==> src/hdl/gpmf_pkg.sv <==
// Package for the gated pitch median filter: codes, constants and shared types.
// No dependencies; used by every module under hdl.
package gpmf_pkg;

    localparam int WINDOW_DEF = 7;
    localparam int QUEUE_DEPTH = 2;
    localparam int PITCH_W = 16;
    localparam int BUCKET_W = 2;
    localparam int THIRD_NUM = 1290;
    localparam int THIRD_SHIFT = 10;   // denominator 1024

    localparam logic [BUCKET_W-1:0] BUCKET_NONE = 2'd0;
    localparam logic [BUCKET_W-1:0] BUCKET_LOW = 2'd1;
    localparam logic [BUCKET_W-1:0] BUCKET_IN_RANGE = 2'd2;
    localparam logic [BUCKET_W-1:0] BUCKET_HIGH = 2'd3;

    typedef struct packed {
        logic [PITCH_W-1:0]  pitch;
        logic [BUCKET_W-1:0] bucket;
        logic                onset;
    } gpmf_item_t;

    // queue head as seen by the back end
    typedef struct packed {
        logic       valid;
        gpmf_item_t item;
    } gpmf_head_t;

    typedef enum logic [2:0] {
        ST_IDLE,
        ST_SCAN,
        ST_DECIDE,
        ST_MED,
        ST_EMIT
    } gpmf_state_t;

endpackage

==> src/hdl/gpmf_front.sv <==
// Front end: stream input port and a two-entry item queue.
// Depends on gpmf_pkg.
module gpmf_front
(
    input  logic                clk,
    input  logic                rst_n,
    input  logic                s_axis_tvalid,
    output logic                s_axis_tready,
    input  logic [23:0]         s_axis_tdata,
    input  logic                pop,
    output gpmf_pkg::gpmf_head_t head
);
    import gpmf_pkg::*;

    gpmf_item_t q_reg [QUEUE_DEPTH];
    logic       wr_ptr_reg, wr_ptr_next;
    logic       rd_ptr_reg, rd_ptr_next;
    logic [1:0] count_reg, count_next;
    logic       push;
    gpmf_item_t in_item;

    assign in_item.pitch  = s_axis_tdata[15:0];
    assign in_item.bucket = s_axis_tdata[17:16];
    assign in_item.onset  = s_axis_tdata[18];

    assign s_axis_tready = (count_reg != 2'(QUEUE_DEPTH));
    assign push          = s_axis_tvalid && s_axis_tready;
    assign head.valid    = (count_reg != 2'd0);
    assign head.item     = q_reg[rd_ptr_reg];

    always_comb
    begin
        wr_ptr_next = push ? ~wr_ptr_reg : wr_ptr_reg;
        rd_ptr_next = pop ? ~rd_ptr_reg : rd_ptr_reg;
        count_next  = count_reg + 2'(push) - 2'(pop);
    end

    always_ff @(posedge clk or negedge rst_n)
    begin
        if (!rst_n)
        begin
            wr_ptr_reg <= 1'b0;
            rd_ptr_reg <= 1'b0;
            count_reg  <= 2'd0;
        end
        else
        begin
            wr_ptr_reg <= wr_ptr_next;
            rd_ptr_reg <= rd_ptr_next;
            count_reg  <= count_next;
        end
    end

    always_ff @(posedge clk)
    begin
        if (push)
        begin
            q_reg[wr_ptr_reg] <= in_item;
        end
    end

endmodule

==> src/hdl/gpmf_back.sv <==
// Back end: window, lock tracking, majority and median search, output register.
// Depends on gpmf_pkg.
module gpmf_back
#(
    parameter int WINDOW = gpmf_pkg::WINDOW_DEF
)
(
    input  logic                 clk,
    input  logic                 rst_n,
    input  gpmf_pkg::gpmf_head_t head,
    output logic                 pop,
    output logic                 m_axis_tvalid,
    input  logic                 m_axis_tready,
    output logic [23:0]          m_axis_tdata
);
    import gpmf_pkg::*;

    localparam int IDX_W = $clog2(WINDOW);
    localparam int CNT_W = $clog2(WINDOW + 1);
    localparam logic [IDX_W-1:0] LAST_IDX = IDX_W'(WINDOW - 1);

    gpmf_state_t state_reg, state_next;

    logic [PITCH_W-1:0]  win_pitch_reg  [WINDOW];
    logic [BUCKET_W-1:0] win_bucket_reg [WINDOW];
    logic [BUCKET_W-1:0] last_bucket_reg;
    logic                lock_reg;
    logic [IDX_W-1:0]    idx_reg;
    logic [PITCH_W-1:0]  lo_reg, hi_reg, med_reg;
    logic                same_reg;
    logic [CNT_W-1:0]    cnt_reg [4];
    logic [BUCKET_W-1:0] maj_reg;

    logic                out_valid_reg;
    logic [PITCH_W-1:0]  out_pitch_reg;
    logic [BUCKET_W-1:0] out_bucket_reg;
    logic                out_locked_reg, out_cv_reg;

    logic                out_free, scan_done;
    logic [PITCH_W-1:0]  cur_pitch;
    logic [BUCKET_W-1:0] cur_bucket;
    logic [CNT_W-1:0]    less_cnt, eq_cnt, half;
    logic [26:0]         lo_scaled, hi_scaled;
    logic                third_ok, lock_new;
    logic [BUCKET_W-1:0] maj_new;

    assign out_free   = !out_valid_reg || m_axis_tready;
    assign scan_done  = (idx_reg == LAST_IDX);
    assign cur_pitch  = win_pitch_reg[idx_reg];
    assign cur_bucket = win_bucket_reg[idx_reg];
    assign half       = cnt_reg[2] >> 1;

    // next state
    always_comb
    begin
        state_next = state_reg;
        unique case (state_reg)
            ST_IDLE:   if (head.valid) state_next = ST_SCAN;
            ST_SCAN:   if (scan_done) state_next = ST_DECIDE;
            ST_DECIDE: state_next = (lock_new && maj_new == BUCKET_IN_RANGE) ? ST_MED : ST_EMIT;
            ST_MED:    if (scan_done) state_next = ST_EMIT;
            ST_EMIT:   if (out_free) state_next = ST_IDLE;
            default:   state_next = ST_IDLE;
        endcase
    end

    // outputs of the sequencer
    always_comb
    begin
        pop = (state_reg == ST_IDLE) && head.valid;
    end

    // lock test and majority vote
    always_comb
    begin
        lo_scaled = 27'(lo_reg) * 27'(THIRD_NUM);
        hi_scaled = 27'(hi_reg) << THIRD_SHIFT;
        third_ok  = hi_scaled < lo_scaled;
        lock_new  = lock_reg || (same_reg && last_bucket_reg != BUCKET_IN_RANGE) || third_ok;
        maj_new   = BUCKET_NONE;
        if (cnt_reg[BUCKET_LOW] > cnt_reg[maj_new]) maj_new = BUCKET_LOW;
        if (cnt_reg[BUCKET_IN_RANGE] > cnt_reg[maj_new]) maj_new = BUCKET_IN_RANGE;
        if (cnt_reg[BUCKET_HIGH] > cnt_reg[maj_new]) maj_new = BUCKET_HIGH;
    end

    // rank of the current candidate among in-range entries
    always_comb
    begin
        less_cnt = '0;
        eq_cnt   = '0;
        for (int j = 0; j < WINDOW; j++)
        begin
            if (win_bucket_reg[j] == BUCKET_IN_RANGE)
            begin
                less_cnt = less_cnt + CNT_W'(win_pitch_reg[j] < cur_pitch);
                eq_cnt   = eq_cnt + CNT_W'(win_pitch_reg[j] == cur_pitch);
            end
        end
    end

    always_ff @(posedge clk or negedge rst_n)
    begin
        if (!rst_n)
        begin
            state_reg       <= ST_IDLE;
            last_bucket_reg <= BUCKET_NONE;
            lock_reg        <= 1'b0;
            out_valid_reg   <= 1'b0;
            for (int i = 0; i < WINDOW; i++)
            begin
                win_pitch_reg[i]  <= '0;
                win_bucket_reg[i] <= BUCKET_NONE;
            end
        end
        else
        begin
            state_reg <= state_next;
            if (state_reg == ST_EMIT && out_free)
            begin
                out_valid_reg <= 1'b1;
            end
            else if (m_axis_tready)
            begin
                out_valid_reg <= 1'b0;
            end
            unique case (state_reg)
                ST_IDLE:
                begin
                    if (head.valid)
                    begin
                        for (int i = 0; i < WINDOW - 1; i++)
                        begin
                            win_pitch_reg[i]  <= win_pitch_reg[i+1];
                            win_bucket_reg[i] <= win_bucket_reg[i+1];
                        end
                        win_pitch_reg[WINDOW-1]  <= head.item.pitch;
                        win_bucket_reg[WINDOW-1] <= head.item.bucket;
                        if (head.item.onset) lock_reg <= 1'b0;
                        if (head.item.bucket != BUCKET_NONE)
                        begin
                            last_bucket_reg <= head.item.bucket;
                        end
                    end
                end
                ST_DECIDE:
                begin
                    lock_reg <= lock_new;
                end
                default:
                begin
                end
            endcase
        end
    end

    // datapath registers
    always_ff @(posedge clk)
    begin
        unique case (state_reg)
            ST_IDLE:
            begin
                idx_reg <= '0;
                med_reg <= '0;
            end
            ST_SCAN:
            begin
                if (idx_reg == '0)
                begin
                    lo_reg   <= cur_pitch;
                    hi_reg   <= cur_pitch;
                    same_reg <= (last_bucket_reg != BUCKET_NONE) && (cur_bucket == last_bucket_reg);
                    for (int k = 0; k < 4; k++)
                    begin
                        cnt_reg[k] <= CNT_W'(cur_bucket == BUCKET_W'(k));
                    end
                end
                else
                begin
                    if (cur_pitch < lo_reg) lo_reg <= cur_pitch;
                    if (cur_pitch > hi_reg) hi_reg <= cur_pitch;
                    same_reg <= same_reg && (cur_bucket == last_bucket_reg);
                    for (int k = 0; k < 4; k++)
                    begin
                        cnt_reg[k] <= cnt_reg[k] + CNT_W'(cur_bucket == BUCKET_W'(k));
                    end
                end
                idx_reg <= scan_done ? '0 : idx_reg + 1'b1;
            end
            ST_DECIDE:
            begin
                maj_reg <= maj_new;
            end
            ST_MED:
            begin
                if (cur_bucket == BUCKET_IN_RANGE && less_cnt <= half
                    && half < less_cnt + eq_cnt)
                begin
                    med_reg <= cur_pitch;
                end
                idx_reg <= idx_reg + 1'b1;
            end
            ST_EMIT:
            begin
                if (out_free)
                begin
                    out_locked_reg <= lock_reg;
                    out_bucket_reg <= lock_reg ? maj_reg : BUCKET_NONE;
                    out_cv_reg     <= lock_reg && maj_reg == BUCKET_IN_RANGE;
                    out_pitch_reg  <= (lock_reg && maj_reg == BUCKET_IN_RANGE) ? med_reg : '0;
                end
            end
            default:
            begin
            end
        endcase
    end

    assign m_axis_tvalid = out_valid_reg;
    assign m_axis_tdata  = {4'd0, out_cv_reg, out_locked_reg, out_bucket_reg, out_pitch_reg};

    a_pop_idle: assert property (@(posedge clk) disable iff (!rst_n)
        pop |=> state_reg == ST_SCAN)
        else $error("pop outside idle");
    a_cv_locked: assert property (@(posedge clk) disable iff (!rst_n)
        out_valid_reg && out_cv_reg |-> out_locked_reg && out_bucket_reg == BUCKET_IN_RANGE)
        else $error("constraint without lock");
    a_unlocked_zero: assert property (@(posedge clk) disable iff (!rst_n)
        out_valid_reg && !out_locked_reg |-> out_bucket_reg == BUCKET_NONE && out_pitch_reg == '0)
        else $error("unlocked result not empty");
    a_emit_load: assert property (@(posedge clk) disable iff (!rst_n)
        state_reg == ST_EMIT && out_free |=> out_valid_reg && state_reg == ST_IDLE)
        else $error("result not loaded");

endmodule

==> src/hdl/gated_pitch_median_filter.sv <==
// Gated pitch median filter, top level: front queue plus back-end sequencer.
// The back end steps through the window one entry a cycle for the scan, and again
// for the median rank search when that runs; it takes the next item from the queue
// only once the result of the last one is loaded into the output register. The front
// queue holds two items. Reset (rst_n low, asynchronous) empties queue and window,
// clears lock.
module gated_pitch_median_filter
#(
    parameter int WINDOW = gpmf_pkg::WINDOW_DEF
)
(
    input  logic        clk,
    input  logic        rst_n,
    input  logic        s_axis_tvalid,
    output logic        s_axis_tready,
    input  logic [23:0] s_axis_tdata,   // raw_pitch[15:0], raw_bucket[17:16], onset[18], zero
    output logic        m_axis_tvalid,
    input  logic        m_axis_tready,
    output logic [23:0] m_axis_tdata    // filtered_pitch[15:0], filtered_bucket[17:16],
                                        // locked[18], constraint_valid[19], zero
);
    import gpmf_pkg::*;

    gpmf_head_t head;
    logic       pop;

    // front end: takes items while the queue has room
    gpmf_front u_front
    (
        .clk           (clk),
        .rst_n         (rst_n),
        .s_axis_tvalid (s_axis_tvalid),
        .s_axis_tready (s_axis_tready),
        .s_axis_tdata  (s_axis_tdata),
        .pop           (pop),
        .head          (head)
    );

    // back end: window update, lock, majority and median, output register
    gpmf_back #(.WINDOW(WINDOW)) u_back
    (
        .clk           (clk),
        .rst_n         (rst_n),
        .head          (head),
        .pop           (pop),
        .m_axis_tvalid (m_axis_tvalid),
        .m_axis_tready (m_axis_tready),
        .m_axis_tdata  (m_axis_tdata)
    );

endmodule
==> config.mk <==
export PLATFORM = sky130hd
export DESIGN_NAME = gated_pitch_median_filter
export DESIGN_NICKNAME = d
export VERILOG_FILES = /design/src/hdl/gpmf_pkg.sv /design/src/hdl/gpmf_front.sv /design/src/hdl/gpmf_back.sv /design/src/hdl/gated_pitch_median_filter.sv
export SDC_FILE = /design/constraint.sdc
export NUM_CORES = 1
export LEC_CHECK = 0
export BUFFER_PORTS_ARGS = -buffer_cell sky130_fd_sc_hd__buf_2
export CAP_MARGIN = 40
export CORE_MARGIN = 1
export CORE_UTILIZATION = 50
export DETAILED_ROUTE_END_ITERATION = 6
export GPL_TIMING_DRIVEN = 0
export PLACE_DENSITY_LB_ADDON = 0.25
export SLEW_MARGIN = 30
export SYNTH_ARGS = -nofsm -noshare
export SYNTH_HDL_FRONTEND = slang
export SYNTH_SLANG_ARGS = --single-unit
export TNS_END_PERCENT = 1
==> constraint.sdc <==
create_clock -name clk -period 13.5 [get_ports clk]
set_input_delay 1.35 -clock clk [delete_from_list [all_inputs] [get_ports clk]]
set_output_delay 1.35 -clock clk [all_outputs]
set_load 0.02 [all_outputs]
==> results_dict.tcl <==
set metrics [dict create \
    totalWireLength_um 46020 \
    synth-edff-count 124 \
    setup-violations-final 0 \
    synthesis.area_mm2 0.01783 \
    grt_max_degree 84 \
    clkSlewWorstSetupHoldPaths_ns 0.06 \
    avgViaCountPerCell 5.744 \
    period_minus_slack_ns 10.24 \
    timing.critical_path.to_type "flip-flop" \
    design.die.area_mm2 0.03643 \
    grt_pass1_vias 13568 \
    grt_setup_unrepaired "no" \
    grtUsageTotal_pct 25.89 \
    antenna_found_initial 1 \
    crit_path_start_kind "flip-flop" \
    synth_sequential_area_ratio_pct 40.10 \
    global_placement_routability_congestion 0.9190 \
    postCtsSetupRepairBufs 0 \
    layout.core_utilization_pct 57.27 \
    synth.yosys.warnings 0 \
    placedInstanceArea_mm2 0.01891 \
    clk_path_buf_depth 3 \
    pin_count 54 \
    path_common_cell "ha_1" \
    part_of_the_cycle_the_worst_path_needs_pct 75.82 \
    firstDrtPassIters 5 \
    async_flop_share_pct 52.49 \
    drt_drc_violations_left 0 \
    fmaxAchievable_mhz 97.69 \
    antenna_left 0 \
    maxSlewHeadroom_pct 44.81 \
    grt-ovfl-total 0 \
    die-width_um 190.9 \
    detailroute.via_count 13573 \
    fin_ws_ns 3.264 \
    yosysTopAreaCell "edfxtp_1" \
    syn_inst 1789 \
    post_route_cells_drive_above_1_share_pct 9.596 \
    critPathBufInv 4 \
    design.final.nets 2222 \
    timing_worst_slew_pin_value_ns 0.8277 \
    setup_total_negative_slack_ns 0 \
    critical-path-top-delay-family "adder cells" \
    placement.io_buffers 44 \
    drt-initial-drc-count 913 \
    finalHoldViolCount 0 \
    holdCritPathClass "flip-flop to flip-flop" \
    largest_reg_flops 112 \
    routed_wire_length_per_instance_um 19.48 \
    hold_buffers 0 \
    maxCapViolCount 0 \
    std_cell_rows 68 \
    ys_dominant_reg_cell "dfrtp_1" \
    cts_tree "yes" \
    clkSinkCount 261 \
    worstSetupPathType "flip-flop to flip-flop" \
    post-dp-hpwl_um 35600 \
    critPathSlowestCell "buf_1" \
    crit_path_max_fanout 16 \
    grt_pass1_wl_um 72720 \
    filler_cell_count 3021 \
    critPathArrivalTime_ns 10.41 \
    slew_violations 0 \
    postSynthRegisterBits 261 \
    cp.required_ns 13.68 \
    cts.repair.resized 0 \
    cp_slowest_stage_delay_ns 0.68 \
    fin_area_mm2 0.01993 \
    post_synth_main_area_contributors "edfxtp_1, ha_1, dfrtp_1" \
    root_buffer "clkbuf_16" \
    final_worst_clock_skew_ns 0.03795 \
    cts_buffers 30 \
    dp_slack_ns 3.159 \
    clkLatencyLatePin_ns 0.58 \
    rrSetupSlack_ns 3.26 \
    syn_avg_cell_area_um2 9.968 \
    initial_utilization_pct 51.25 \
    post_synthesis_cell_type_count 73 \
    floorplan.die.height_um 190.9 \
    area_growth_pct 11.75 \
    floorplan.core_area_mm2 0.03480 \
    proportion_of_netlist_area_held_by_the_largest_area_contributor_pct 20.88 \
    clock_tree.htree_level_count 1 \
    status "finished, final reports clean" \
]
## cells in the mapped netlist, types with 28 or more instances
cell        n
nor2_1     63
inv_1     131
nand2_1   420
o21ai_1    35
clkbuf_1   41
a21o_1     32
mux2i_1    41
ha_1      290
dfrtp_1   137
edfxtp_1  124
a21oi_1    67
xnor2_1    30
and2_1     28
o21ai_0    47
## placed cells by master (no fill, tap or decap), types with 15 or more instances in the layout
| cell type | n |
|---|---|
| mux4_2 | 18 |
| nor2b_1 | 22 |
| nand4_1 | 25 |
| buf_2 | 51 |
| o21ai_2 | 19 |
| a21o_1 | 32 |
| and2_1 | 28 |
| nor2_1 | 62 |
| edfxtp_1 | 124 |
| o211ai_1 | 20 |
| o21ai_1 | 25 |
| ha_1 | 290 |
| inv_1 | 131 |
| nand3_1 | 19 |
| xnor2_1 | 30 |
| clkbuf_1 | 49 |
| o21ai_0 | 40 |
| dfrtp_1 | 137 |
| buf_6 | 15 |
| a21oi_1 | 67 |
| fa_1 | 19 |
| mux2i_1 | 41 |
| nand2_1 | 420 |
| clkbuf_16 | 30 |
| nand2b_1 | 16 |
## kinds of logic (layout without fill, tap and decap cells)
kind of cell               after synthesis  after routing  synth area share [%]
AOI/OAI and AO/OA                      272            272                 9.584
other                                    1              5               0.02103
and+or+nand+nor                        637            637                 15.60
xor gates and xnor gates                39             39                 1.915
DFF                                    261            261                 40.10
muxes                                   80             80                 6.111
buffers and inverters                  190            305                 4.189
adders and majority gates              309            309                 22.48
## per-stage QoR
| step | hold WS (ns) | cells |
|---|---|---|
| after floorplan | 0.4546 | 1792 |
| after global placement | 0.4764 | 2291 |
| after detailed placement | 0.4904 | 2305 |
| after CTS | 0.5083 | 2359 |
| after global routing | 0.5446 | 2362 |
| final | 0.5146 | 2363 |
## cell type report
type | instances | area (um2) | share of cell area, %
Multi-Input combinational cell | 1341 | 10020 | 50.27
Clock buffer | 40 | 808.3 | 4.056
Tap cell | 455 | 569.3 | 2.857
Inverter | 132 | 495.5 | 2.486
Sequential cell | 261 | 7152 | 35.89
Timing Repair Buffer | 61 | 454.2 | 2.279
Clock inverter | 14 | 177.7 | 0.8916
Buffer | 58 | 251.5 | 1.262
Antenna cell | 1 | 2.502 | 0.01256
## worst min-delay path, cell delays in order (launching register included)
cell and delay [ns]:
dfrtp_1 0.37, nand2_1 0.06, nand2_1 0.06
## final timing paths
kind	startpoint	endpoint	cells past startpoint
setup / recovery	u_back.idx_reg[1]	u_back.med_reg[8]	34
hold / removal	u_back.win_bucket_reg[13]	u_back.win_bucket_reg[13]	2
setup reg to reg	u_back.idx_reg[1]	u_back.med_reg[8]	34
hold reg to reg	u_back.win_bucket_reg[13]	u_back.win_bucket_reg[13]	2
max in group asynchronous	rst_n	u_back.last_bucket_reg[1]	3
min in group asynchronous	rst_n	u_back.win_pitch_reg[72]	2
## routing by layer
metal	vias to the layer above	global-route usage [%]	wire length, um
li1	6465	-	-
met1	6571	33.30	19740
met2	438	43.17	21660
met3	99	5.263	3081
met4	0	8.954	1545
met5	-	0	0
Power is not shown: default switching activity piles up to over one toggle a cycle in this logic, so the estimate is an artifact.
